===== src/rtl/xcs_pkg.sv =====
`timescale 1ns / 1ps
// ----------------------------------------------------------------------------
// XCP command slave package
// Command codes, response codes, sizes and the control types shared by the
// decoder, the address unit, the calibration memory and the top level.
// ----------------------------------------------------------------------------
package xcs_pkg;

    // Packet geometry and calibration memory size. The depth is a power of two.
    localparam int PACKET_BYTES = 8;
    localparam int MAX_XFER     = PACKET_BYTES - 1;
    localparam int MEM_DEPTH    = 1024;
    localparam int MEM_AW       = $clog2(MEM_DEPTH);

    // Command codes.
    localparam logic [7:0] CMD_CONNECT      = 8'hFF;
    localparam logic [7:0] CMD_DISCONNECT   = 8'hFE;
    localparam logic [7:0] CMD_GET_STATUS   = 8'hFD;
    localparam logic [7:0] CMD_SYNCH        = 8'hFC;
    localparam logic [7:0] CMD_SET_MTA      = 8'hF6;
    localparam logic [7:0] CMD_UPLOAD       = 8'hF5;
    localparam logic [7:0] CMD_UPLOAD_AT    = 8'hF4;
    localparam logic [7:0] CMD_DOWNLOAD     = 8'hF0;

    // Response packet identifiers and error codes.
    localparam logic [7:0] RESP_POS      = 8'hFF;
    localparam logic [7:0] RESP_ERR      = 8'hFE;
    localparam logic [7:0] ERR_SHORT     = 8'h00;
    localparam logic [7:0] ERR_UNKNOWN   = 8'h20;
    localparam logic [7:0] ERR_RANGE     = 8'h22;
    localparam logic [7:0] ERR_MTA_ZERO  = 8'h25;
    localparam logic [7:0] CONNECT_FLAGS = 8'h01;

    // Sequencer states.
    typedef enum logic [2:0] {
        ST_CLEAR,
        ST_IDLE,
        ST_READ,
        ST_DRAIN,
        ST_WRITE,
        ST_RESP
    } state_t;

    // What the sequencer does with an accepted command word.
    typedef enum logic [1:0] {
        ACT_NONE,
        ACT_RESP,
        ACT_READ,
        ACT_WRITE
    } action_t;

    typedef enum logic [1:0] {
        MTA_KEEP,
        MTA_CLEAR,
        MTA_LOAD,
        MTA_ADVANCE
    } mta_op_t;

    typedef enum logic [1:0] {
        OPEN_KEEP,
        OPEN_SET,
        OPEN_CLEAR
    } open_op_t;

    typedef enum logic {
        BASE_MTA,
        BASE_PKT
    } base_sel_t;

    // Decoded command handed from the decoder to the sequencer.
    typedef struct packed {
        action_t          action;
        mta_op_t          mta_op;
        open_op_t         open_op;
        base_sel_t        base_sel;
        logic [2:0]       size;
        logic [3:0]       resp_len;
        logic [7:0][7:0]  resp_bytes;
    } cmd_dec_t;

endpackage


===== src/rtl/xcs_addr_unit.sv =====
`timescale 1ns / 1ps
// ----------------------------------------------------------------------------
// XCP address unit
// The one shared 32-bit adder: it steps through transfer addresses and
// advances the MTA, and it gives the memory index of the sum.
// ----------------------------------------------------------------------------
module xcs_addr_unit
(
    input  logic [31:0]               base,
    input  logic [2:0]                offset,
    output logic [31:0]               sum,
    output logic [xcs_pkg::MEM_AW-1:0] mem_index
);

    import xcs_pkg::*;

    // The address wraps modulo 2^32; the index is the low part of the sum.
    assign sum       = base + {29'd0, offset};
    assign mem_index = sum[MEM_AW-1:0];

endmodule


===== config.mk =====
export PLATFORM = sky130hd
export DESIGN_NAME = xcs_addr_unit
export DESIGN_NICKNAME = d
export VERILOG_FILES = /design/src/rtl/xcs_pkg.sv /design/src/rtl/xcs_addr_unit.sv
export SDC_FILE = /design/constraint.sdc
export NUM_CORES = 1
export LEC_CHECK = 0
export ABC_AREA = 1
export BUFFER_PORTS_ARGS = -buffer_cell sky130_fd_sc_hd__buf_4
export CAP_MARGIN = 10
export CORE_MARGIN = 2
export CORE_UTILIZATION = 25
export DETAILED_ROUTE_END_ITERATION = 10
export PLACE_DENSITY_LB_ADDON = 0.12
export SLEW_MARGIN = 20
export SYNTH_ARGS = -nofsm -noshare
export SYNTH_HDL_FRONTEND = slang
export SYNTH_SLANG_ARGS = --single-unit

===== constraint.sdc =====
create_clock -name vclk -period 2
set_input_delay 0.1 -clock vclk [all_inputs]
set_output_delay 0.1 -clock vclk [all_outputs]
set_load 0.01 [all_outputs]

Word level (Yosys, flattened, before mapping)
Index checks and enable logic that the tools add are counted.
- register bits after elaboration: 0
- bits of input ports: 35
- output and inout bits: 42
- logic and storage cells: 1
- add/subtract/negate cells: 1
- operators by type and width (operator ; number):
    $add A32 B3 Y32 ; 1

Depth between registers and ports, before layout
- word-level depth: 1
- depth in mapped cells: 9
- gate-level depth less buffers: 9

Worst setup path after synthesis
No wires, ideal clock.
- path type: input to output
- start: input port offset[0]
- end: output port sum[8]
- arrival time: 1370 ps
- slack: 530 ps
- stages: 7
- path buffers: 1
- cells stage by stage: ha_1 > fa_1 > nand3_1 > nand2_2 > nand2_2 > xnor2_1 > buf_4
- longest elaborated chain between the ends: 1
- RTL lines (what ; RTL line ; text):
    from (decl) ; xcs_addr_unit.sv:10 ; input logic [2:0] offset,
    $add A32 B3 Y32 ; xcs_addr_unit.sv:18 ; assign sum = base + {29'd0, offset};
    to (decl) ; xcs_addr_unit.sv:11 ; output logic [31:0] sum,
Every way passes these cells.

Worst setup path in the final report
- start: input port offset[0]
- end: output port sum[16]
The elaborated chain is that of the path after synthesis.

==> reports/metrics.csv <==
metric,value,unit
crit_end,sum[16],
boundaryPins,77,
hold_ws,0.479,ns
grt_pass1_vias,1342,
grtUsageTotal,13.9,%
powerDensity,203,nW/um^2
status,"complete, no violations",
min_path_type,input pin to output pin,
yosysTopAreaCell,nand2_1,
gr-total-overflow,0,
p_total,0.000335,W
synth.distinct_cells,21,
firstDrtPassIters,4,
syn_nets,251,
critPathRequiredTime,1.90,ns
setup_ws,0.366,ns
seq_power_share,0,%
rows,23,
period_share,81.7,%
dpl.hpwl,3130,um
synth_area_leaders,"nand2_1 (33%), nor2_1 (13%), nand3b_1 (9.0%)",
drt_wl_total,3470,um
synth_top_cells_by_count,"nand2_1 (97), nor2_1 (39), inv_1 (13), nand3b_1 (13), buf_4 (10)",
tns,0,ns
grt_max_degree,6,
ant_nets,0,
internal_power,0.000170,W
layout-drive-gt1-share,33.3,%
cts-hold-fix-buffers,0,
core-area,4090,sq um
critPathLaunch,offset[0],
syn_inst,212,
cp_max_fo,5,
die_x,70.0,um
cts_repair_resize_count,0,
nClkBuffers,0,
p_comb_share,100.0,%
synth_top_area_share,33.5,%
worstSetupPathType,input pin to output pin,
via_count,1396,
first_iter_violations,58,
synth_warnings,0,
drc,0,
finalCriticalPeriod,1.63,ns
finalSetupViolations,0,
gp_congestion,0.777,
rsz0062_at_grt,no,
synth_most_common_cell,nand2_1,
crit_arrival,1.53,ns
fp.dieH,70.0,um
ir_drop,0.0953,mV
sw_frac_of_total,49.3,%
antenna_cells,0,
clock.fmax,612,MHz
tightest_slew,0.228,ns
startpoint_type,input pin,
area_delta_synth_final,52.0,%
power.share.clock,0,%
synth.avg_cell_area,5.13,sq um
cellLeakagePower,0.842,nW
seq_area_frac_synth,0,%
start_util,26.6,%
max_cap_viol_count,0,
nNetsFinal,320,
synth_area,1090,sq um
post_drt_wl_per_cell,10.6,um
vias_per_cell,4.24,
grt_pass1_wl,5890,um
p_sw,0.000165,W
hold_viol,0,
design.seq.count,0,
dieArea,4890,sq um
pre_cts_ws,0.371,ns
finalMaxSlewViolations,0,
regArea,0,sq um
antenna_found_initial,0,
post_cts_buffers,0,
slew-limit-headroom,84.7,%
port_buffers,77,
end_kind,output pin,
==> stage by stage <==
stage,instances,util (%),area (sq um)
after floorplan,212,-,1090
after global placement,329,40.4,1650
after detailed placement,329,40.4,1650
after CTS,329,40.4,1650
after global routing,329,40.4,1650
final,329,40.4,1650
==> layout by cell type, fill, tap and decap left out <==
| cell | netlist | routed |
|---|---|---|
| inv_2 | 1 | 1 |
| nor3_1 | 2 | 2 |
| fa_1 | 1 | 1 |
| or2_4 | 1 | 1 |
| inv_1 | 13 | 13 |
| nor2_1 | 39 | 39 |
| xnor2_1 | 6 | 6 |
| nor2_4 | 4 | 4 |
| nand3b_1 | 13 | 13 |
| nand2_2 | 2 | 2 |
| nand3_1 | 2 | 2 |
| buf_4 | 10 | 77 |
| nand4_1 | 1 | 1 |
| nand3_4 | 1 | 1 |
| ha_1 | 3 | 3 |
| nand2_1 | 97 | 97 |
| nand3_2 | 2 | 2 |
| o21ai_0 | 1 | 1 |
| nor2_2 | 4 | 4 |
| nand2_4 | 1 | 1 |
| xor2_1 | 8 | 8 |
==> cell families after synthesis <==
kind of cell             share of synthesized area [%]
AND/OR/NAND/NOR                                   71.2
buffers and inverters                             11.7
XOR/XNOR                                          11.3
adder cells (fa/ha/maj)                           5.29
AO/OA/AOI/OAI                                    0.460
==> power by group through the flow <==
| stage | registers [W] | logic (W) | clock network [W] |
|---|---|---|---|
| 2_1_floorplan | 0 | 0.000175 | 0 |
| 3_3_place_gp | 0 | 0.000337 | 0 |
| 3_5_place_dp | 0 | 0.000338 | 0 |
| 4_1_cts | 0 | 0.000339 | 0 |
| 5_1_grt | 0 | 0.000368 | 0 |
| 6_report | 0 | 0.000335 | 0 |
==> worst max-delay path: stages <==
cell,delay [ns]
buf_4,0.11
ha_1,0.21
fa_1,0.40
nand3_1,0.11
nand2_2,0.13
nand2_2,0.12
nor2_1,0.06
xor2_1,0.15
buf_4,0.14
==> area by class of cell <==
cell class / count / area [sq um]
Fill cell: 493 / 2430
Inverter: 14 / 52.6
Multi-Input combinational cell: 188 / 960
Tap cell: 50 / 62.6
Timing Repair Buffer: 77 / 578
==> metal layers <==
metal	vias up	global-route usage [%]	share of wire, %
met5	-	0	0
met4	0	0	0
met3	0	0.577	4.6
met2	39	24.8	46
met1	582	19.7	49
li1	775	-	-
==> worst min path at each step <==
stage / to / slack, ns / cells past startpoint / from
6_report: sum[31] / 0.48 / 4 / base[31]
5_1_grt: sum[12] / 0.50 / 3 / base[12]
4_1_cts: sum[31] / 0.48 / 4 / base[31]
3_5_place_dp: sum[31] / 0.48 / 4 / base[31]
3_3_place_gp: sum[31] / 0.48 / 4 / base[31]
2_1_floorplan: sum[11] / 0.28 / 1 / base[11]
(Power assumes the default switching activity.)
