$ cat config.mk
export PLATFORM = sky130hd
export DESIGN_NAME = xcs_decode
export DESIGN_NICKNAME = d
export VERILOG_FILES = /design/src/rtl/xcs_pkg.sv /design/src/rtl/xcs_decode.sv
export SDC_FILE = /design/constraint.sdc
export NUM_CORES = 1
export LEC_CHECK = 0
export ABC_AREA = 0
export BUFFER_PORTS_ARGS = -buffer_cell sky130_fd_sc_hd__buf_2
export CAP_MARGIN = 20
export CORE_MARGIN = 2
export CORE_UTILIZATION = 25
export DETAILED_ROUTE_END_ITERATION = 8
export PLACE_DENSITY = 0.74
export SYNTH_ARGS = -nofsm -noshare
export SYNTH_HDL_FRONTEND = slang
export SYNTH_SLANG_ARGS = --single-unit
$ cat constraint.sdc
create_clock -name vclk -period 2.3
set_input_delay 0.23 -clock vclk [all_inputs]
set_output_delay 0.23 -clock vclk [all_outputs]
set_load 0.03 [all_outputs]
$ cat src/rtl/xcs_pkg.sv
`timescale 1ns / 1ps
// ----------------------------------------------------------------------------
// XCP command slave package
// Command codes, response codes, sizes and the control types shared by the
// decoder, the address unit, the calibration memory and the top level.
// ----------------------------------------------------------------------------
package xcs_pkg;

    // Packet geometry and calibration memory size. The depth is a power of two.
    localparam int PACKET_BYTES = 8;
    localparam int MAX_XFER     = PACKET_BYTES - 1;
    localparam int MEM_DEPTH    = 1024;
    localparam int MEM_AW       = $clog2(MEM_DEPTH);

    // Command codes.
    localparam logic [7:0] CMD_CONNECT      = 8'hFF;
    localparam logic [7:0] CMD_DISCONNECT   = 8'hFE;
    localparam logic [7:0] CMD_GET_STATUS   = 8'hFD;
    localparam logic [7:0] CMD_SYNCH        = 8'hFC;
    localparam logic [7:0] CMD_SET_MTA      = 8'hF6;
    localparam logic [7:0] CMD_UPLOAD       = 8'hF5;
    localparam logic [7:0] CMD_UPLOAD_AT    = 8'hF4;
    localparam logic [7:0] CMD_DOWNLOAD     = 8'hF0;

    // Response packet identifiers and error codes.
    localparam logic [7:0] RESP_POS      = 8'hFF;
    localparam logic [7:0] RESP_ERR      = 8'hFE;
    localparam logic [7:0] ERR_SHORT     = 8'h00;
    localparam logic [7:0] ERR_UNKNOWN   = 8'h20;
    localparam logic [7:0] ERR_RANGE     = 8'h22;
    localparam logic [7:0] ERR_MTA_ZERO  = 8'h25;
    localparam logic [7:0] CONNECT_FLAGS = 8'h01;

    // Sequencer states.
    typedef enum logic [2:0] {
        ST_CLEAR,
        ST_IDLE,
        ST_READ,
        ST_DRAIN,
        ST_WRITE,
        ST_RESP
    } state_t;

    // What the sequencer does with an accepted command word.
    typedef enum logic [1:0] {
        ACT_NONE,
        ACT_RESP,
        ACT_READ,
        ACT_WRITE
    } action_t;

    typedef enum logic [1:0] {
        MTA_KEEP,
        MTA_CLEAR,
        MTA_LOAD,
        MTA_ADVANCE
    } mta_op_t;

    typedef enum logic [1:0] {
        OPEN_KEEP,
        OPEN_SET,
        OPEN_CLEAR
    } open_op_t;

    typedef enum logic {
        BASE_MTA,
        BASE_PKT
    } base_sel_t;

    // Decoded command handed from the decoder to the sequencer.
    typedef struct packed {
        action_t          action;
        mta_op_t          mta_op;
        open_op_t         open_op;
        base_sel_t        base_sel;
        logic [2:0]       size;
        logic [3:0]       resp_len;
        logic [7:0][7:0]  resp_bytes;
    } cmd_dec_t;

endpackage

$ cat src/rtl/xcs_decode.sv
`timescale 1ns / 1ps
// ----------------------------------------------------------------------------
// XCP command decoder
// Checks one command word against its length and range rules and gives the
// action, state updates and the immediate response bytes.
// ----------------------------------------------------------------------------
module xcs_decode
(
    input  logic [3:0]        cmd_len,
    input  logic [7:0]        req_type,
    input  logic [7:0]        arg1,
    input  logic [7:0]        arg4,
    input  logic [7:0]        arg5,
    input  logic [7:0]        arg6,
    input  logic [7:0]        arg7,
    input  logic              mta_zero,
    input  logic              session_open,
    output xcs_pkg::cmd_dec_t dec
);

    import xcs_pkg::*;

    logic [3:0]  len;
    logic [31:0] pkt_addr;
    logic        size_ok;
    logic        dl_short;

    always_comb
    begin
        // Saturate the length and gather the packet address.
        len      = (cmd_len > 4'(PACKET_BYTES)) ? 4'(PACKET_BYTES) : cmd_len;
        pkt_addr = {arg7, arg6, arg5, arg4};
        size_ok  = (arg1 <= 8'(MAX_XFER));
        dl_short = (len < 4'd2) || ({5'd0, len} < (9'd2 + {1'b0, arg1}));

        dec            = '0;
        dec.action     = ACT_RESP;
        dec.mta_op     = MTA_KEEP;
        dec.open_op    = OPEN_KEEP;
        dec.base_sel   = BASE_MTA;
        dec.size       = arg1[2:0];
        dec.resp_len   = 4'd1;
        dec.resp_bytes[0] = RESP_POS;

        case (req_type)
            CMD_CONNECT:
            begin
                dec.resp_bytes[1] = CONNECT_FLAGS;
                dec.resp_bytes[3] = 8'(PACKET_BYTES);
                dec.resp_bytes[4] = 8'(PACKET_BYTES);
                dec.resp_bytes[5] = CONNECT_FLAGS;
                dec.resp_bytes[6] = CONNECT_FLAGS;
                dec.resp_len      = 4'd7;
                dec.open_op       = OPEN_SET;
            end
            CMD_DISCONNECT:
            begin
                dec.open_op = OPEN_CLEAR;
                dec.mta_op  = MTA_CLEAR;
            end
            CMD_GET_STATUS:
            begin
                dec.resp_bytes[1] = {7'd0, session_open};
                dec.resp_len      = 4'd5;
            end
            CMD_SET_MTA:
            begin
                if (len < 4'(PACKET_BYTES))
                begin
                    dec.resp_bytes[0] = RESP_ERR;
                    dec.resp_bytes[1] = ERR_SHORT;
                    dec.resp_len      = 4'd2;
                end
                else
                begin
                    dec.mta_op = MTA_LOAD;
                end
            end
            CMD_UPLOAD:
            begin
                if (len < 4'd2)
                begin
                    dec.resp_bytes[0] = RESP_ERR;
                    dec.resp_bytes[1] = ERR_SHORT;
                    dec.resp_len      = 4'd2;
                end
                else if (!size_ok)
                begin
                    dec.resp_bytes[0] = RESP_ERR;
                    dec.resp_bytes[1] = ERR_RANGE;
                    dec.resp_len      = 4'd2;
                end
                else
                begin
                    dec.resp_len = {1'b0, arg1[2:0]} + 4'd1;
                    // A zero MTA reads back zeros and stays where it is.
                    if (!mta_zero)
                    begin
                        dec.mta_op = MTA_ADVANCE;
                        if (arg1[2:0] != 3'd0)
                        begin
                            dec.action = ACT_READ;
                        end
                    end
                end
            end
            CMD_UPLOAD_AT:
            begin
                if (len < 4'(PACKET_BYTES))
                begin
                    dec.resp_bytes[0] = RESP_ERR;
                    dec.resp_bytes[1] = ERR_SHORT;
                    dec.resp_len      = 4'd2;
                end
                else if (!size_ok)
                begin
                    dec.resp_bytes[0] = RESP_ERR;
                    dec.resp_bytes[1] = ERR_RANGE;
                    dec.resp_len      = 4'd2;
                end
                else
                begin
                    dec.resp_len = {1'b0, arg1[2:0]} + 4'd1;
                    dec.base_sel = BASE_PKT;
                    if ((pkt_addr != 32'd0) && (arg1[2:0] != 3'd0))
                    begin
                        dec.action = ACT_READ;
                    end
                end
            end
            CMD_DOWNLOAD:
            begin
                if (dl_short)
                begin
                    dec.resp_bytes[0] = RESP_ERR;
                    dec.resp_bytes[1] = ERR_SHORT;
                    dec.resp_len      = 4'd2;
                end
                else if (mta_zero)
                begin
                    dec.resp_bytes[0] = RESP_ERR;
                    dec.resp_bytes[1] = ERR_MTA_ZERO;
                    dec.resp_len      = 4'd2;
                end
                else
                begin
                    dec.mta_op = MTA_ADVANCE;
                    if (arg1[2:0] != 3'd0)
                    begin
                        dec.action = ACT_WRITE;
                    end
                end
            end
            CMD_SYNCH:
            begin
                dec.resp_bytes[0] = RESP_ERR;
                dec.resp_bytes[1] = ERR_SHORT;
                dec.resp_len      = 4'd2;
            end
            default:
            begin
                dec.resp_bytes[0] = RESP_ERR;
                dec.resp_bytes[1] = ERR_UNKNOWN;
                dec.resp_len      = 4'd2;
            end
        endcase

        // An empty packet is dropped without any effect.
        if (len == 4'd0)
        begin
            dec.action  = ACT_NONE;
            dec.mta_op  = MTA_KEEP;
            dec.open_op = OPEN_KEEP;
        end
    end

endmodule

Yosys cells after proc, flatten, opt, wreduce, memory -nomap -nowiden. Cells that the tools add are included.

Add/subtract/negate cells: 2. Magnitude comparators: 5. Eq/ne operators: 8. Mux-type cells: 35. Reductions and logical operators: 7.

Operator list (number): 8-bit equality test (second input constant) (8); 14-bit two-way mux (4); 8-bit case mux with 7 select lines (1); 8-bit case mux with 5 select lines (1); 4-bit two-way mux (9); 32-bit nonzero test (1); 4-bit case mux with 7 select lines (1); 25-bit two-way mux (1); 2-bit two-way mux (9); 16-bit two-way mux (1); 2-bit by 8-bit adder with 9-bit output (first input constant) (1); 4-bit by 9-bit less-than comparator with 1-bit output (1); 8-bit by 3-bit less-or-equal comparator with 1-bit output (second input constant) (1); 2-bit case mux with 4 select lines (1); 6-bit two-way mux (1); 2-bit case mux with 3 select lines (1); 3-bit by 1-bit adder with 4-bit output (second input constant) (1); 4-bit greater-than comparator (second input constant) (1); 4-bit logical NOT (1); 4-bit by 2-bit less-than comparator with 1-bit output (second input constant) (1); 4-bit less-than comparator (second input constant) (1); 1-bit two-way mux (4); 2-bit case mux with 2 select lines (1); 3-bit nonzero test (1); 4 further kinds (4).

Register bits after elaboration: 0. Input bits: 54. Output and inout port bits: 78. Word-level logic and storage cells: 57.

Longest topological paths before layout.
Depth after elaboration: 7. Mapped depth: 8. Gate-level depth less buffers: 8.

Least setup slack after synthesis. No wires, ideal clock.

Path type: input -> output. From: input cmd_len[3]. To: output dec[13] in the netlist's numbering. Data arrival time: 1.872 ns. Required time: 2.070 ns. Setup slack: 0.198 ns. Cell stages on the path: 8. Path buffers: 1. Path through: clkbuf_1 -> nor2b_1 -> ha_1 -> a21o_1 -> a21oi_1 -> o21ai_2 -> nand4_1 -> or3b_1.

RTL lines: from (decl) (RTL line xcs_decode.sv:9) `input logic [3:0] cmd_len,`; to (decl) (RTL line xcs_decode.sv:18) `output xcs_pkg::cmd_dec_t dec`.

==> impl_metrics.tcl <==
set metrics [dict create \
    status "complete, no violations" \
    via_count 1282 \
    dieArea_um2 4972 \
    gp_congestion 0.8749 \
    synth.most_common_cell "buf_4" \
    ios 132 \
    grt_max_degree 15 \
    yosys-top-cells-count "61 x buf_4, 10 x nor2_1, 10 x nor4_1, 8 x nand2_1" \
    hold_viol 0 \
    ys_seq_area_frac 0 \
    finish.net_count 302 \
    max_cap_violations 0 \
    final-max-slew-violation-count 0 \
    seq_area_um2 0 \
    critPathLaunchType "input port" \
    grt-busiest-layer "met2" \
    critical_path_buf_inv_count 2 \
    crit_required_ps 2070 \
    start_util 0.2576 \
    yosys_warnings 0 \
    syn_area_um2 1106 \
    drive_above_1_share 0.4208 \
    place_area_um2 1338 \
    finalCritPeriodShare 0.9846 \
    dp.cells 289 \
    seq_cell_count 0 \
    p_leak_nw 0.8011 \
    instances_no_fill 292 \
    routedWlPerCell_um 10.98 \
    min_path_type "input port to output pin" \
    core-area_um2 4294 \
    grt_pass1_wl_mm 4.685 \
    met1_usage 0.1120 \
    cp_slowest_stage_delay_ps 550 \
    drtPass1Iterations 4 \
    max_freq_ghz 0.4416 \
    antenna_cells 0 \
    grt_setup_unrepaired "true" \
    grt_pass1_vias 1092 \
    ant_nets 0 \
    gr-total-overflow 0 \
    crit_chain "buf_8 -> ha_4 -> xnor2_2 -> ha_1 -> nand3_2 -> o21ai_2 -> a31oi_1 -> or4_4 -> buf_6" \
    end_kind "output pin" \
    synth_top_area_share 0.4140 \
    clkbuf_count 0 \
    use_met3 0.008658 \
    peakVddDrop_mv 0.07146 \
    setup_viol 0 \
    worst_pin_slew_ps 567.0 \
    die_x_um 70.52 \
    row_count 24 \
    cp_top_family "simple AND/OR/NAND/NOR gates" \
    grtUsageMet2 0.2390 \
    avgSynthCellArea_um2 6.744 \
    syn_inst 164 \
    grt_usage 0.1120 \
    io_buffer_count 77 \
    synth_cell_types 39 \
    antenna_found_initial 0 \
    drc 0 \
    cts_hold_buf 0 \
    cp_slowest_cell "or4_4" \
    relSlewSlack 0.6191 \
    cp_max_fo 3 \
    fin_area_um2 1430 \
    drt_first_iter_violations 38 \
    fin_crit_ps 2264 \
    via_per_inst 4.390 \
    yosysTopAreaCell "buf_4" \
    die-height_um 70.52 \
    synthToLayoutAreaGrowth_pct 29.30 \
    hold_slack_ps 766.5 \
    post_synth_main_area_contributors "buf_4 41%, ha_1 6.8%, nor4_1 5.7%" \
    critPathKind "input port to output pin" \
    cp.arrival_ps 2030 \
    post-dp-hpwl_mm 2.811 \
    powerDensity_nw_per_um2 202.3 \
    finalWirelength_mm 3.205 \
]
==> where the power goes <==
| group | internal [mW] | switching [mW] |
|---|---|---|
| combinational | 0.0849 | 0.204 |
| clock | 0 | 0 |
| sequential | 0 | 0 |
| total | 0.0849 | 0.204 |
==> final cells by class <==
class	instances	area, um2
well taps	52	65.06
repair buffers	87	483.0
fillers	457	2864
inverters	7	26.28
multi-input cells	146	855.8
==> through the flow <==
step                total power, mW  setup TNS [ps]  setup WS (ps)  utilization
floorplan                    0.2607               0          197.5            -
global placement             0.2586               0          66.89       0.3115
detailed placement           0.2629               0          54.75       0.3115
CTS                          0.2634               0          49.04       0.3115
global route                 0.3125          -28.08         -28.08       0.3330
finish                       0.2893               0          35.51       0.3330
==> final timing paths <==
kind | from | endpoint | cells past startpoint
max | arg1[2] | dec[65] | 9
min | arg1[0] | dec[68] | 2
==> routing by layer <==
metal,vias to the layer above,share of wire
met4,0,0.027
met3,8,0.12
met5,-,0
met1,562,0.31
li1,620,-
met2,92,0.54
==> cells by family after synthesis <==
logic type | synth area share
buf+inv | 0.4491
xor+xnor | 0.01584
compound gates | 0.1425
mux | 0.01018
other cells | 0.006790
fa+ha+maj | 0.06787
simple gates | 0.3077
==> cells in the final DEF (no fill, tap or decap), drive strengths merged, types with 2 or more instances in the layout <==
| cell | count |
|---|---|
| buf | 87 |
| conb | 55 |
| nor4 | 11 |
| nor2 | 10 |
| nand2 | 8 |
| inv | 7 |
| a21oi | 6 |
| nand4 | 6 |
| ha | 6 |
| nor3 | 5 |
| o21ai | 5 |
| nor2b | 4 |
| or3 | 4 |
| a31oi | 4 |
| nand3 | 3 |
| o211ai | 2 |
| xnor2 | 2 |
| or3b | 2 |
==> repair_timing <==
action,CTS,global route
setup buffers,0,3
setup endpoints to repair,0,3
gates resized for setup,0,16
No activity file was read; power rests on OpenSTA's default activity.
